## config.mk

```make
export PLATFORM = sky130hd
export DESIGN_NAME = pedal_torque_command_unit_flat
export DESIGN_NICKNAME = d
export VERILOG_FILES = /design/src/rtl/ptc_pkg.sv /design/src/rtl/ptc_if.sv /design/src/rtl/ptc_scale.sv /design/src/rtl/pedal_torque_command_unit.sv /design/src/flat_wrapper.sv
export SDC_FILE = /design/constraint.sdc
export NUM_CORES = 1
export LEC_CHECK = 0
export ABC_AREA = 1
export BUFFER_PORTS_ARGS = -buffer_cell sky130_fd_sc_hd__buf_2
export CAP_MARGIN = 10
export CORE_ASPECT_RATIO = 0.6
export CORE_MARGIN = 2
export CORE_UTILIZATION = 33
export CTS_CLUSTER_DIAMETER = 80
export DETAILED_ROUTE_END_ITERATION = 8
export GPL_TIMING_DRIVEN = 0
export HOLD_SLACK_MARGIN = 0.02
export SLEW_MARGIN = 20
export SYNTH_ARGS = -nofsm -noshare
export SYNTH_HDL_FRONTEND = slang
export SYNTH_SLANG_ARGS = --single-unit
```

## constraint.sdc

```tcl
create_clock -name clk -period 11.85 [get_ports clk]
set_input_delay 2.37 -clock clk [delete_from_list [all_inputs] [get_ports clk]]
set_output_delay 2.37 -clock clk [all_outputs]
set_load 0.03 [all_outputs]
```

## src/rtl/ptc_pkg.sv

```systemverilog
package ptc_pkg;

	localparam int unsigned IdW      = 11;
	localparam int unsigned WordW    = 16;
	localparam int unsigned ScaleW   = 8;
	localparam int unsigned PctW     = 7;
	localparam int unsigned ModeW    = 2;
	localparam int unsigned CfgIdxW  = 3;
	localparam int unsigned CfgDataW = 16;
	localparam int unsigned DivSteps = ScaleW;
	localparam int unsigned DivCntW  = $clog2(DivSteps);
	localparam int unsigned ProdW    = WordW + ScaleW;

	localparam logic [IdW-1:0] FID_NEUTRAL = 11'h030;
	localparam logic [IdW-1:0] FID_DRIVE   = 11'h040;
	localparam logic [IdW-1:0] FID_TRAINER = 11'h050;
	localparam logic [IdW-1:0] FID_PEDAL   = 11'h125;

	localparam logic [IdW-1:0] RID_NEUTRAL = 11'h031;
	localparam logic [IdW-1:0] RID_DRIVE   = 11'h041;
	localparam logic [IdW-1:0] RID_TRAINER = 11'h051;
	localparam logic [IdW-1:0] RID_PEDAL   = 11'h110;

	localparam logic [ModeW-1:0] MODE_NEUTRAL = 2'd0;
	localparam logic [ModeW-1:0] MODE_DRIVE   = 2'd1;
	localparam logic [ModeW-1:0] MODE_TRAINER = 2'd2;

	localparam logic [CfgIdxW-1:0] REG_PRI_MIN = 3'd0;
	localparam logic [CfgIdxW-1:0] REG_PRI_MAX = 3'd1;
	localparam logic [CfgIdxW-1:0] REG_SEC_MIN = 3'd2;
	localparam logic [CfgIdxW-1:0] REG_SEC_MAX = 3'd3;
	localparam logic [CfgIdxW-1:0] REG_DRV_SCL = 3'd4;
	localparam logic [CfgIdxW-1:0] REG_TRN_SCL = 3'd5;
	localparam logic [CfgIdxW-1:0] REG_WARN    = 3'd6;

	localparam logic [WordW-1:0]  RST_PRI_MIN = 16'd0;
	localparam logic [WordW-1:0]  RST_PRI_MAX = 16'd4095;
	localparam logic [WordW-1:0]  RST_SEC_MIN = 16'd0;
	localparam logic [WordW-1:0]  RST_SEC_MAX = 16'd4095;
	localparam logic [ScaleW-1:0] RST_DRV_SCL = 8'd100;
	localparam logic [ScaleW-1:0] RST_TRN_SCL = 8'd50;
	localparam logic [ScaleW-1:0] RST_WARN    = 8'd30;

	localparam logic [ScaleW-1:0] PCT_FACTOR = 8'd100;

	typedef struct packed {
		logic              start;
		logic [WordW-1:0]  v;
		logic [WordW-1:0]  lo;
		logic [WordW-1:0]  hi;
		logic [ScaleW-1:0] factor;
	} ptc_scale_req_t;

	typedef struct packed {
		logic              done;
		logic [ScaleW-1:0] quo;
	} ptc_scale_rsp_t;

	typedef struct packed {
		logic [IdW-1:0]    reply_id;
		logic              reply_remote;
		logic [ModeW-1:0]  drive_mode;
		logic              buzzer_pulse;
		logic              pedal_frame;
		logic [ScaleW-1:0] torque_cmd;
		logic [PctW-1:0]   secondary_percent;
		logic [ScaleW-1:0] brake_level;
		logic              warning;
		logic              range_error;
	} ptc_result_t;

endpackage

```

## src/rtl/ptc_if.sv

```systemverilog
interface ptc_frame_if import ptc_pkg::*; ();
	logic             valid;
	logic             ready;
	logic [IdW-1:0]   frame_id;
	logic [WordW-1:0] accel_primary_raw;
	logic [WordW-1:0] accel_secondary_raw;
	logic [WordW-1:0] brake_raw;

	modport source (
		output valid, frame_id, accel_primary_raw, accel_secondary_raw, brake_raw,
		input  ready
	);
	modport sink (
		input  valid, frame_id, accel_primary_raw, accel_secondary_raw, brake_raw,
		output ready
	);
endinterface

interface ptc_reply_if import ptc_pkg::*; ();
	logic              valid;
	logic              ready;
	logic [IdW-1:0]    reply_id;
	logic              reply_remote;
	logic [ModeW-1:0]  drive_mode;
	logic              buzzer_pulse;
	logic              pedal_frame;
	logic [ScaleW-1:0] torque_cmd;
	logic [PctW-1:0]   secondary_percent;
	logic [ScaleW-1:0] brake_level;
	logic              warning;
	logic              range_error;

	modport source (
		output valid, reply_id, reply_remote, drive_mode, buzzer_pulse, pedal_frame,
		       torque_cmd, secondary_percent, brake_level, warning, range_error,
		input  ready
	);
	modport sink (
		input  valid, reply_id, reply_remote, drive_mode, buzzer_pulse, pedal_frame,
		       torque_cmd, secondary_percent, brake_level, warning, range_error,
		output ready
	);
endinterface

```

## src/rtl/ptc_scale.sv

```systemverilog
module ptc_scale import ptc_pkg::*; (
	input  logic           clk,
	input  logic           arst_n,
	input  ptc_scale_req_t req,
	output ptc_scale_rsp_t rsp
);

	logic               busy_q;
	logic               done_q;
	logic [DivCntW-1:0] cnt_q;
	logic [WordW-1:0]   rem_q;
	logic [WordW-1:0]   den_q;
	logic [ScaleW-1:0]  quo_q;

	logic [WordW-1:0] v_hi;
	logic [WordW-1:0] v_cl;
	logic [WordW-1:0] span;
	logic [WordW-1:0] offs;
	logic [ProdW-1:0] prod;
	logic [WordW:0]   trial;
	logic [WordW:0]   trial_sub;
	logic             fits;

	always_comb begin
		v_hi      = (req.v > req.hi) ? req.hi : req.v;
		v_cl      = (v_hi < req.lo) ? req.lo : v_hi;
		offs      = v_cl - req.lo;
		span      = req.hi - req.lo;
		prod      = ProdW'(req.factor) * ProdW'(offs);
		trial     = {rem_q, quo_q[ScaleW-1]};
		trial_sub = trial - {1'b0, den_q};
		fits      = trial >= {1'b0, den_q};
	end

	always_ff @(posedge clk or negedge arst_n) begin
		if (!arst_n) begin
			busy_q <= 1'b0;
			done_q <= 1'b0;
			cnt_q  <= '0;
		end else begin
			done_q <= 1'b0;
			if (req.start) begin
				busy_q <= 1'b1;
				cnt_q  <= DivCntW'(DivSteps - 1);
			end else if (busy_q) begin
				cnt_q <= cnt_q - 1'b1;
				if (cnt_q == '0) begin
					busy_q <= 1'b0;
					done_q <= 1'b1;
				end
			end
		end
	end

	always_ff @(posedge clk) begin
		if (req.start) begin
			rem_q <= prod[ProdW-1:ScaleW];
			quo_q <= prod[ScaleW-1:0];
			den_q <= span;
		end else if (busy_q) begin
			rem_q <= fits ? trial_sub[WordW-1:0] : trial[WordW-1:0];
			quo_q <= {quo_q[ScaleW-2:0], fits};
		end
	end

	assign rsp.done = done_q;
	assign rsp.quo  = quo_q;

endmodule

```

## src/rtl/pedal_torque_command_unit.sv

```systemverilog
// Pedal torque command unit.
// frames: valid/ready channel of received bus frames (identifier and three pedal words).
// replies: valid/ready channel of results, at most one per frame.
// wr_en/wr_index/wr_data: register writes, taken at any edge with wr_en high; write only
// while idle. Indexes beyond the last register are ignored.
// Frames 0x30, 0x40 and 0x50 update the drive mode and give a remote reply. Frame 0x125
// runs three scalings (primary, brake, secondary) one after another through one clamp,
// 8x16 multiply and 8-step restoring divider. Other identifiers are dropped in the accept
// cycle. One frame is worked on at a time; frames.ready is high only while idle, so a
// pedal frame holds the unit through all three divider passes.
// The finished reply sits in an output register; while the receiver stalls it holds, and
// a later result waits until the register is taken, with frames.ready low meanwhile.
// Reset clears the mode to neutral, restores register defaults and empties the output.
module pedal_torque_command_unit import ptc_pkg::*; (
	input  logic                clk,
	input  logic                arst_n,
	input  logic                wr_en,
	input  logic [CfgIdxW-1:0]  wr_index,
	input  logic [CfgDataW-1:0] wr_data,
	ptc_frame_if.sink           frames,
	ptc_reply_if.source         replies
);

	localparam logic [2:0] S_IDLE  = 3'd0;
	localparam logic [2:0] S_ISSUE = 3'd1;
	localparam logic [2:0] S_WAIT  = 3'd2;
	localparam logic [2:0] S_FIN   = 3'd3;
	localparam logic [2:0] S_HOLD  = 3'd4;

	localparam logic [1:0] OP_PRI = 2'd0;
	localparam logic [1:0] OP_BRK = 2'd1;
	localparam logic [1:0] OP_SEC = 2'd2;

	logic [WordW-1:0]  pri_min_q, pri_max_q, sec_min_q, sec_max_q;
	logic [ScaleW-1:0] drv_scl_q, trn_scl_q, warn_q;

	logic [2:0]       state_q;
	logic [1:0]       op_q;
	logic [ModeW-1:0] mode_q;
	logic             out_valid_q;

	logic [WordW-1:0]  a1_q, a2_q, br_q;
	logic [ScaleW-1:0] tq_q, bq_q;
	logic [PctW-1:0]   sq_q;
	ptc_result_t       res_q;
	ptc_result_t       out_q;
	ptc_result_t       res_acc;

	logic              acc;
	logic              is_mode;
	logic              is_pedal;
	logic [ModeW-1:0]  mode_nxt;
	logic              buzz_nxt;
	logic [IdW-1:0]    rid;
	logic              load;
	logic [ScaleW-1:0] factor;
	logic              pri_err, sec_err;
	logic [ScaleW-1:0] t_eff, b_eff;
	logic [PctW-1:0]   s_eff;
	logic              warn;

	ptc_scale_req_t sc_req;
	ptc_scale_rsp_t sc_rsp;

	ptc_scale u_scale (
		.clk    (clk),
		.arst_n (arst_n),
		.req    (sc_req),
		.rsp    (sc_rsp)
	);

	always_ff @(posedge clk or negedge arst_n) begin
		if (!arst_n) begin
			pri_min_q <= RST_PRI_MIN;
			pri_max_q <= RST_PRI_MAX;
			sec_min_q <= RST_SEC_MIN;
			sec_max_q <= RST_SEC_MAX;
			drv_scl_q <= RST_DRV_SCL;
			trn_scl_q <= RST_TRN_SCL;
			warn_q    <= RST_WARN;
		end else if (wr_en) begin
			unique case (wr_index)
				REG_PRI_MIN: pri_min_q <= wr_data[WordW-1:0];
				REG_PRI_MAX: pri_max_q <= wr_data[WordW-1:0];
				REG_SEC_MIN: sec_min_q <= wr_data[WordW-1:0];
				REG_SEC_MAX: sec_max_q <= wr_data[WordW-1:0];
				REG_DRV_SCL: drv_scl_q <= wr_data[ScaleW-1:0];
				REG_TRN_SCL: trn_scl_q <= wr_data[ScaleW-1:0];
				REG_WARN:    warn_q    <= wr_data[ScaleW-1:0];
				default: ;
			endcase
		end
	end

	assign frames.ready = (state_q == S_IDLE);
	assign acc          = frames.valid & frames.ready;
	assign is_mode      = (frames.frame_id == FID_NEUTRAL) || (frames.frame_id == FID_DRIVE)
	                      || (frames.frame_id == FID_TRAINER);
	assign is_pedal     = (frames.frame_id == FID_PEDAL);
	assign load         = (state_q == S_HOLD) && (!out_valid_q || replies.ready);

	always_comb begin
		buzz_nxt = 1'b0;
		if (frames.frame_id == FID_NEUTRAL) begin
			mode_nxt = MODE_NEUTRAL;
		end else if (mode_q == MODE_NEUTRAL) begin
			mode_nxt = (frames.frame_id == FID_DRIVE) ? MODE_DRIVE : MODE_TRAINER;
			buzz_nxt = 1'b1;
		end else begin
			mode_nxt = mode_q;
		end
		unique case (mode_nxt)
			MODE_DRIVE:   rid = RID_DRIVE;
			MODE_TRAINER: rid = RID_TRAINER;
			default:      rid = RID_NEUTRAL;
		endcase
	end

	always_comb begin
		res_acc              = '0;
		res_acc.reply_id     = is_pedal ? RID_PEDAL : rid;
		res_acc.reply_remote = is_mode;
		res_acc.drive_mode   = is_mode ? mode_nxt : mode_q;
		res_acc.buzzer_pulse = is_mode & buzz_nxt;
		res_acc.pedal_frame  = is_pedal;
	end

	always_comb begin
		unique case (mode_q)
			MODE_DRIVE:   factor = drv_scl_q;
			MODE_TRAINER: factor = trn_scl_q;
			default:      factor = '0;
		endcase
		sc_req.start = (state_q == S_ISSUE);
		unique case (op_q)
			OP_BRK: begin
				sc_req.v      = br_q;
				sc_req.lo     = pri_min_q;
				sc_req.hi     = pri_max_q;
				sc_req.factor = factor;
			end
			OP_SEC: begin
				sc_req.v      = a2_q;
				sc_req.lo     = sec_min_q;
				sc_req.hi     = sec_max_q;
				sc_req.factor = PCT_FACTOR;
			end
			default: begin
				sc_req.v      = a1_q;
				sc_req.lo     = pri_min_q;
				sc_req.hi     = pri_max_q;
				sc_req.factor = factor;
			end
		endcase
	end

	always_comb begin
		pri_err = !(pri_max_q > pri_min_q);
		sec_err = !(sec_max_q > sec_min_q);
		t_eff   = pri_err ? '0 : tq_q;
		b_eff   = pri_err ? '0 : bq_q;
		s_eff   = sec_err ? '0 : sq_q;
		warn    = (t_eff > warn_q) && (ScaleW'(s_eff) > warn_q);
	end

	always_ff @(posedge clk or negedge arst_n) begin
		if (!arst_n) begin
			state_q     <= S_IDLE;
			op_q        <= OP_PRI;
			mode_q      <= MODE_NEUTRAL;
			out_valid_q <= 1'b0;
		end else begin
			if (load) begin
				out_valid_q <= 1'b1;
			end else if (replies.ready) begin
				out_valid_q <= 1'b0;
			end
			unique case (state_q)
				S_IDLE: begin
					if (acc && is_mode) begin
						mode_q  <= mode_nxt;
						state_q <= S_HOLD;
					end else if (acc && is_pedal) begin
						op_q    <= OP_PRI;
						state_q <= S_ISSUE;
					end
				end
				S_ISSUE: state_q <= S_WAIT;
				S_WAIT: begin
					if (sc_rsp.done) begin
						if (op_q == OP_SEC) begin
							state_q <= S_FIN;
						end else begin
							op_q    <= op_q + 1'b1;
							state_q <= S_ISSUE;
						end
					end
				end
				S_FIN: state_q <= S_HOLD;
				S_HOLD: begin
					if (load) begin
						state_q <= S_IDLE;
					end
				end
				default: state_q <= S_IDLE;
			endcase
		end
	end

	always_ff @(posedge clk) begin
		if (acc) begin
			a1_q  <= frames.accel_primary_raw;
			a2_q  <= frames.accel_secondary_raw;
			br_q  <= frames.brake_raw;
			res_q <= res_acc;
		end
		if ((state_q == S_WAIT) && sc_rsp.done) begin
			unique case (op_q)
				OP_BRK:  bq_q <= sc_rsp.quo;
				OP_SEC:  sq_q <= sc_rsp.quo[PctW-1:0];
				default: tq_q <= sc_rsp.quo;
			endcase
		end
		if (state_q == S_FIN) begin
			res_q.torque_cmd        <= warn ? '0 : t_eff;
			res_q.brake_level       <= b_eff;
			res_q.secondary_percent <= s_eff;
			res_q.warning           <= warn;
			res_q.range_error       <= pri_err | sec_err;
		end
		if (load) begin
			out_q <= res_q;
		end
	end

	assign replies.valid             = out_valid_q;
	assign replies.reply_id          = out_q.reply_id;
	assign replies.reply_remote      = out_q.reply_remote;
	assign replies.drive_mode        = out_q.drive_mode;
	assign replies.buzzer_pulse      = out_q.buzzer_pulse;
	assign replies.pedal_frame       = out_q.pedal_frame;
	assign replies.torque_cmd        = out_q.torque_cmd;
	assign replies.secondary_percent = out_q.secondary_percent;
	assign replies.brake_level       = out_q.brake_level;
	assign replies.warning           = out_q.warning;
	assign replies.range_error       = out_q.range_error;

`ifndef SYNTHESIS
	a_done_in_wait: assert property (@(posedge clk) disable iff (!arst_n)
		sc_rsp.done |-> (state_q == S_WAIT))
		else $error("divider result outside wait state");

	a_mode_to_hold: assert property (@(posedge clk) disable iff (!arst_n)
		(acc && is_mode) |=> (state_q == S_HOLD))
		else $error("mode frame did not go straight to reply");

	a_pedal_id: assert property (@(posedge clk) disable iff (!arst_n)
		(out_valid_q && out_q.pedal_frame) |-> (out_q.reply_id == RID_PEDAL))
		else $error("pedal reply with wrong identifier");

	a_warn_zero: assert property (@(posedge clk) disable iff (!arst_n)
		(out_valid_q && out_q.warning) |-> (out_q.torque_cmd == '0))
		else $error("torque not zero under warning");
`endif

endmodule
```

## src/flat_wrapper.sv

```systemverilog
// flat-port wrapper written by rule: the top's interface ports become plain ports
module pedal_torque_command_unit_flat import ptc_pkg::*;
  (clk, arst_n, wr_en, wr_index, wr_data, frames_valid, frames_frame_id, frames_accel_primary_raw, frames_accel_secondary_raw, frames_brake_raw, frames_ready, replies_valid, replies_reply_id, replies_reply_remote, replies_drive_mode, replies_buzzer_pulse, replies_pedal_frame, replies_torque_cmd, replies_secondary_percent, replies_brake_level, replies_warning, replies_range_error, replies_ready);
  ptc_frame_if frames_i ();
  ptc_reply_if replies_i ();
  input  logic clk;
  input  logic arst_n;
  input  logic wr_en;
  input  logic [CfgIdxW-1:0] wr_index;
  input  logic [CfgDataW-1:0] wr_data;
  input wire logic [$bits(frames_i.valid)-1:0] frames_valid;
  input wire logic [$bits(frames_i.frame_id)-1:0] frames_frame_id;
  input wire logic [$bits(frames_i.accel_primary_raw)-1:0] frames_accel_primary_raw;
  input wire logic [$bits(frames_i.accel_secondary_raw)-1:0] frames_accel_secondary_raw;
  input wire logic [$bits(frames_i.brake_raw)-1:0] frames_brake_raw;
  output wire logic [$bits(frames_i.ready)-1:0] frames_ready;
  output wire logic [$bits(replies_i.valid)-1:0] replies_valid;
  output wire logic [$bits(replies_i.reply_id)-1:0] replies_reply_id;
  output wire logic [$bits(replies_i.reply_remote)-1:0] replies_reply_remote;
  output wire logic [$bits(replies_i.drive_mode)-1:0] replies_drive_mode;
  output wire logic [$bits(replies_i.buzzer_pulse)-1:0] replies_buzzer_pulse;
  output wire logic [$bits(replies_i.pedal_frame)-1:0] replies_pedal_frame;
  output wire logic [$bits(replies_i.torque_cmd)-1:0] replies_torque_cmd;
  output wire logic [$bits(replies_i.secondary_percent)-1:0] replies_secondary_percent;
  output wire logic [$bits(replies_i.brake_level)-1:0] replies_brake_level;
  output wire logic [$bits(replies_i.warning)-1:0] replies_warning;
  output wire logic [$bits(replies_i.range_error)-1:0] replies_range_error;
  input wire logic [$bits(replies_i.ready)-1:0] replies_ready;
  assign frames_i.valid = frames_valid;
  assign frames_i.frame_id = frames_frame_id;
  assign frames_i.accel_primary_raw = frames_accel_primary_raw;
  assign frames_i.accel_secondary_raw = frames_accel_secondary_raw;
  assign frames_i.brake_raw = frames_brake_raw;
  assign frames_ready = frames_i.ready;
  assign replies_valid = replies_i.valid;
  assign replies_reply_id = replies_i.reply_id;
  assign replies_reply_remote = replies_i.reply_remote;
  assign replies_drive_mode = replies_i.drive_mode;
  assign replies_buzzer_pulse = replies_i.buzzer_pulse;
  assign replies_pedal_frame = replies_i.pedal_frame;
  assign replies_torque_cmd = replies_i.torque_cmd;
  assign replies_secondary_percent = replies_i.secondary_percent;
  assign replies_brake_level = replies_i.brake_level;
  assign replies_warning = replies_i.warning;
  assign replies_range_error = replies_i.range_error;
  assign replies_i.ready = replies_ready;
  pedal_torque_command_unit u_core (.clk(clk), .arst_n(arst_n), .wr_en(wr_en), .wr_index(wr_index), .wr_data(wr_data), .frames(frames_i), .replies(replies_i));
endmodule
```

==> results.txt <==
----------------------------------------------------
[Setup path]
  Slowest cell on crit path ... sky130_fd_sc_hd__fa_1
  Path depth of the worst reg2reg path ... 60
  Reg2reg start ... u_core.op_q[0]
  Most frequent cell on the critical path ... sky130_fd_sc_hd__nand2_1
  Category of the critical setup timing path ... flop to flop
  Number of buffer and inverter instances along the worst setup path ... 9
  Arrival time at the worst endpoint ... about 12 ns
  Largest fanout on the critical path ... 13
  CP Capture Type ... flop
  Setup slack of the most critical reg-to-reg path ... about 0.60 ns
  Family of cells with the greatest summed delay on the critical path ... adder cells
  Crit path required time ... roughly 12 ns
  Startpoint class of the critical path ... flop
  R2R Path End ... u_core.u_scale.rem_q[15]
  Longest individual stage delay on the worst path ... roughly 0.56 ns

[Die]
  I/O pins ... ~130
  Horiz. Die Dim ... 313 µm
  Row cnt ... 67
  Area of the core ... 0.0563 mm²
  Die area ... between 0.05 and 0.06 mm²
  Starting Density ... between 30% and 40%
  Height of the chip ... between 150 and 200 µm

[Drt]
  Count of unresolved DRC violations after routing ... 0
  Vias per cell ... just under 5
  ANT nets after route ... 0
  Pre-Repair DR Iteration Count ... 5
  DRT Wirelength ... around 51 mm
  Routed wirelength normalized by instance count ... approximately 17 µm
  DR iter-0 viols ... between 1000 and 1500
  Total vias in the final route ... 14900

[Run status]
  Run status ... finished clean

[Final layout]
  FILL cells ... 5604
  Most common cell after layout, fill and taps aside ... sky130_fd_sc_hd__nand2_1
  Diode insertion count for antenna repair ... 0
  Most frequent cells in the layout ... sky130_fd_sc_hd__nand2_1 (350), sky130_fd_sc_hd__inv_1 (336), sky130_fd_sc_hd__nor2_1 (198)
  Area Growth Syn to Fin ... 14.2%
  Final #Nets ... around 2600
  Share of final-layout standard cells stronger than drive strength 1 ... around 13%
  Count of non-filler cells in the finished layout ... 2990

[Synth]
  Total number of yosys warnings ... 0
  Synthesized area per cell ... between 9 and 10 µm²
  Synthesized-area fraction occupied by ao, oa, aoi and oai cells ... approximately an eighth
  Count of cell types in the netlist ... between 60 and 70
  Area share of and/or/nand/nor cells after synthesis ... ~15%
  Synthesized netlist cell count ... between 2000 and 2500
  FFs w/ async S/R, synth ... between 30% and 40%
  Fraction of synthesized area in multiplexers ... 0%
  Combinational family with the most area after synthesis ... adder cells
  Share of the yosys chip area belonging to registers ... between 40% and 50%
  Syn Std Cell Area ... about 0.019 mm²
  XOR/XNOR share of the synthesized area ... under 10%
  Number of synthesized flops with an enable pin ... between 150 and 200
  Arithmetic-cell share of the synthesized area counting full adders, half adders and majority gates ... between 20 and 25%
  Most used flip-flop cell after synthesis ... sky130_fd_sc_hd__edfxtp_1
  Number of storage elements in the synthesis netlist ... 282

[Clocking]
  # H-tree levels ... 1
  Master cell of the clock root buffer ... sky130_fd_sc_hd__clkbuf_16
  Clock tree from TritonCTS ... built
  Clock transition at path regs ... around 0.070 ns
  Clock Path Buffers ... 3
  Sink count of the clock tree ... around 280
  Clock buffer count from CTS ... 25
  Clock latency on the worst-skew pair ... between 0.5 and 0.6 ns

[Global routing]
  Largest net degree at the start of global routing ... 80
  Number of global-route vias before repair ... 14400
  Wire length of the first global-routing pass ... ~81 mm
  Antenna violations before repair ... 2
  Sum of overflow across all layers after global routing ... 0
  Global-route total usage across every layer ... around 17%

[Timing]
  Final Critical Period ... ~11 ns
  Final setup vio count ... 0
  Slew at the pin closest to its max-slew limit ... between 0.9 and 1 ns
  Setup slack after layout ... just over 0.6 ns
  Period Utilization, post-route ... a little over nine tenths
  Upper clock frequency limit ... roughly 89 MHz
  Clock tree skew after final layout ... between 0.01 and 0.015 ns
  Final count of pins violating max slew ... 0
  Final Hold Viols ... 0
  Max-Slew Margin vs Limit ... 33.8%

[Place]
  Post-Place Worst Slack ... -1.63 ns
  Gp weighted congestion ... just under 1
  Final HPWL from detailed placement ... between 40 and 50 mm
  Count of port buffers added during placement ... ~120
  Placed cells ... 2936

[Hold path]
  Hold crit path type ... flop to flop
  Beginning of the worst hold path ... u_core.res_q[21]
  Worst Hold End ... u_core.replies.torque_cmd[4]
  Hold depth ... 0

[Flow run]
  Max Cap Violations ... 0

----------------------------------------------------
-- worst max-delay path by stage --
stage                              start                       end  slack [ns]  cells after the start
after global routing      u_core.op_q[0]  u_core.u_scale.rem_q[15]       -0.07                     63
after detailed placement  u_core.op_q[0]  u_core.u_scale.rem_q[15]       -1.63                     62
final                     u_core.op_q[0]  u_core.u_scale.rem_q[15]        0.60                     60
after floorplan           u_core.op_q[0]  u_core.u_scale.rem_q[15]        1.46                     61
after CTS                 u_core.op_q[0]  u_core.u_scale.rem_q[15]       -0.10                     62
after global placement    u_core.op_q[0]  u_core.u_scale.rem_q[15]       -1.60                     62
-- sequential cells by signal, indices dropped and copies added (netlist names), 16 cells and up --
signal                count
u_core.pri_min_q         16
u_core.u_scale.den_q     16
u_core.pri_max_q         16
u_core.res_q             35
u_core.u_scale.rem_q     16
u_core.sec_min_q         16
u_core.sec_max_q         16
u_core.a2_q              16
u_core.br_q              16
u_core.a1_q              16
-- kinds of logic (layout without fill, tap and decap cells) --
family                   after synthesis  after routing
buffers and inverters                404            579
adder cells (fa/ha/maj)              259            259
other                                  1              6
XOR/XNOR                              41             41
AO/OA/AOI/OAI                        395            395
flip-flops                           282            282
AND/OR/NAND/NOR                      669            669
-- worst register-to-register path: cells and delay by family, from the launching register on --
kind | cells | cell delay [ns]
adders and majority gates | 9 | 3.69
AOI/OAI and AO/OA | 20 | 3.37
and+or+nand+nor | 22 | 2.37
buffers and inverters | 9 | 1.18
DFF | 1 | 0.35
-- cell type report --
type / instances / area [µm²] / share of cell area (%)
Inverter: 343 / 1290 / 5.99
Buffer: 60 / 328 / 1.52
Multi-Input combinational cell: 1370 / 9530 / 44.1
Tap cell: 759 / 950 / 4.40
Clock buffer: 31 / 659 / 3.05
Sequential cell: 282 / 8010 / 37.1
Timing Repair Buffer: 130 / 717 / 3.32
Clock inverter: 15 / 116 / 0.539
-- timing repair --
item | CTS | global route
pin swaps | 2 | 7
setup endpoints to repair | 12 | 10
setup buffers | 3 | 6
cloned | 0 | 0
resized for setup | 24 | 45
hold buffers | 0 | 0
-- synthesized netlist by cell type, types with 3 or more instances --
| library cell | n | area (µm²) |
|---|---|---|
| sky130_fd_sc_hd__a211oi_1 | 9 | 67.6 |
| sky130_fd_sc_hd__a21o_1 | 3 | 22.5 |
| sky130_fd_sc_hd__a21oi_1 | 102 | 510 |
| sky130_fd_sc_hd__a221oi_1 | 17 | 149 |
| sky130_fd_sc_hd__a22o_1 | 9 | 78.8 |
| sky130_fd_sc_hd__a22oi_1 | 26 | 195 |
| sky130_fd_sc_hd__a31oi_1 | 5 | 31.3 |
| sky130_fd_sc_hd__buf_1 | 6 | 22.5 |
| sky130_fd_sc_hd__buf_2 | 6 | 30.0 |
| sky130_fd_sc_hd__buf_4 | 7 | 52.6 |
| sky130_fd_sc_hd__buf_6 | 3 | 33.8 |
| sky130_fd_sc_hd__clkbuf_1 | 39 | 146 |
| sky130_fd_sc_hd__dfrtp_1 | 67 | 1680 |
| sky130_fd_sc_hd__dfstp_2 | 34 | 893 |
| sky130_fd_sc_hd__edfxtp_1 | 181 | 5440 |
| sky130_fd_sc_hd__fa_1 | 86 | 1720 |
| sky130_fd_sc_hd__ha_1 | 173 | 2160 |
| sky130_fd_sc_hd__inv_1 | 337 | 1260 |
| sky130_fd_sc_hd__inv_2 | 3 | 11.3 |
| sky130_fd_sc_hd__nand2_1 | 354 | 1330 |
| sky130_fd_sc_hd__nand2_2 | 8 | 50.1 |
| sky130_fd_sc_hd__nand3_1 | 32 | 160 |
| sky130_fd_sc_hd__nand3_2 | 4 | 40.0 |
| sky130_fd_sc_hd__nand3b_1 | 6 | 45.0 |
| sky130_fd_sc_hd__nand4_1 | 9 | 56.3 |
| sky130_fd_sc_hd__nor2_1 | 200 | 751 |
| sky130_fd_sc_hd__nor2_2 | 6 | 37.5 |
| sky130_fd_sc_hd__nor3_1 | 24 | 120 |
| sky130_fd_sc_hd__nor4_1 | 8 | 50.1 |
| sky130_fd_sc_hd__o21ai_0 | 168 | 841 |
| sky130_fd_sc_hd__o21ai_1 | 24 | 120 |
| sky130_fd_sc_hd__o21bai_1 | 4 | 30.0 |
| sky130_fd_sc_hd__o221ai_1 | 3 | 26.3 |
| sky130_fd_sc_hd__o22ai_1 | 4 | 25.0 |
| sky130_fd_sc_hd__or2_2 | 9 | 56.3 |
| sky130_fd_sc_hd__xnor2_1 | 18 | 158 |
| sky130_fd_sc_hd__xor2_1 | 23 | 201 |
-- metrics by stage --
stage | util, % | cell area (µm²) | setup TNS [ns] | hold WS [ns]
2_1_floorplan | - | 18900 | 0 | 0.400
6_report | 38.4 | 21600 | 0 | 0.420
3_5_place_dp | 36.5 | 20500 | -11.51 | 0.405
4_1_cts | 38.1 | 21400 | -0.101 | 0.420
3_3_place_gp | 36.4 | 20500 | -11.13 | 0.402
5_1_grt | 38.4 | 21600 | -0.192 | 0.423
-- per-layer routing --
layer	routed length [µm]	vias up	track usage, %
li1	-	7101	-
met1	25900	7226	27.3
met2	19500	499	23.3
met3	4670	39	4.40
met4	473	0	2.32
met5	0	-	0
Power is not shown: default switching activity piles up to over one toggle a cycle in this logic, so the estimate is an artifact.
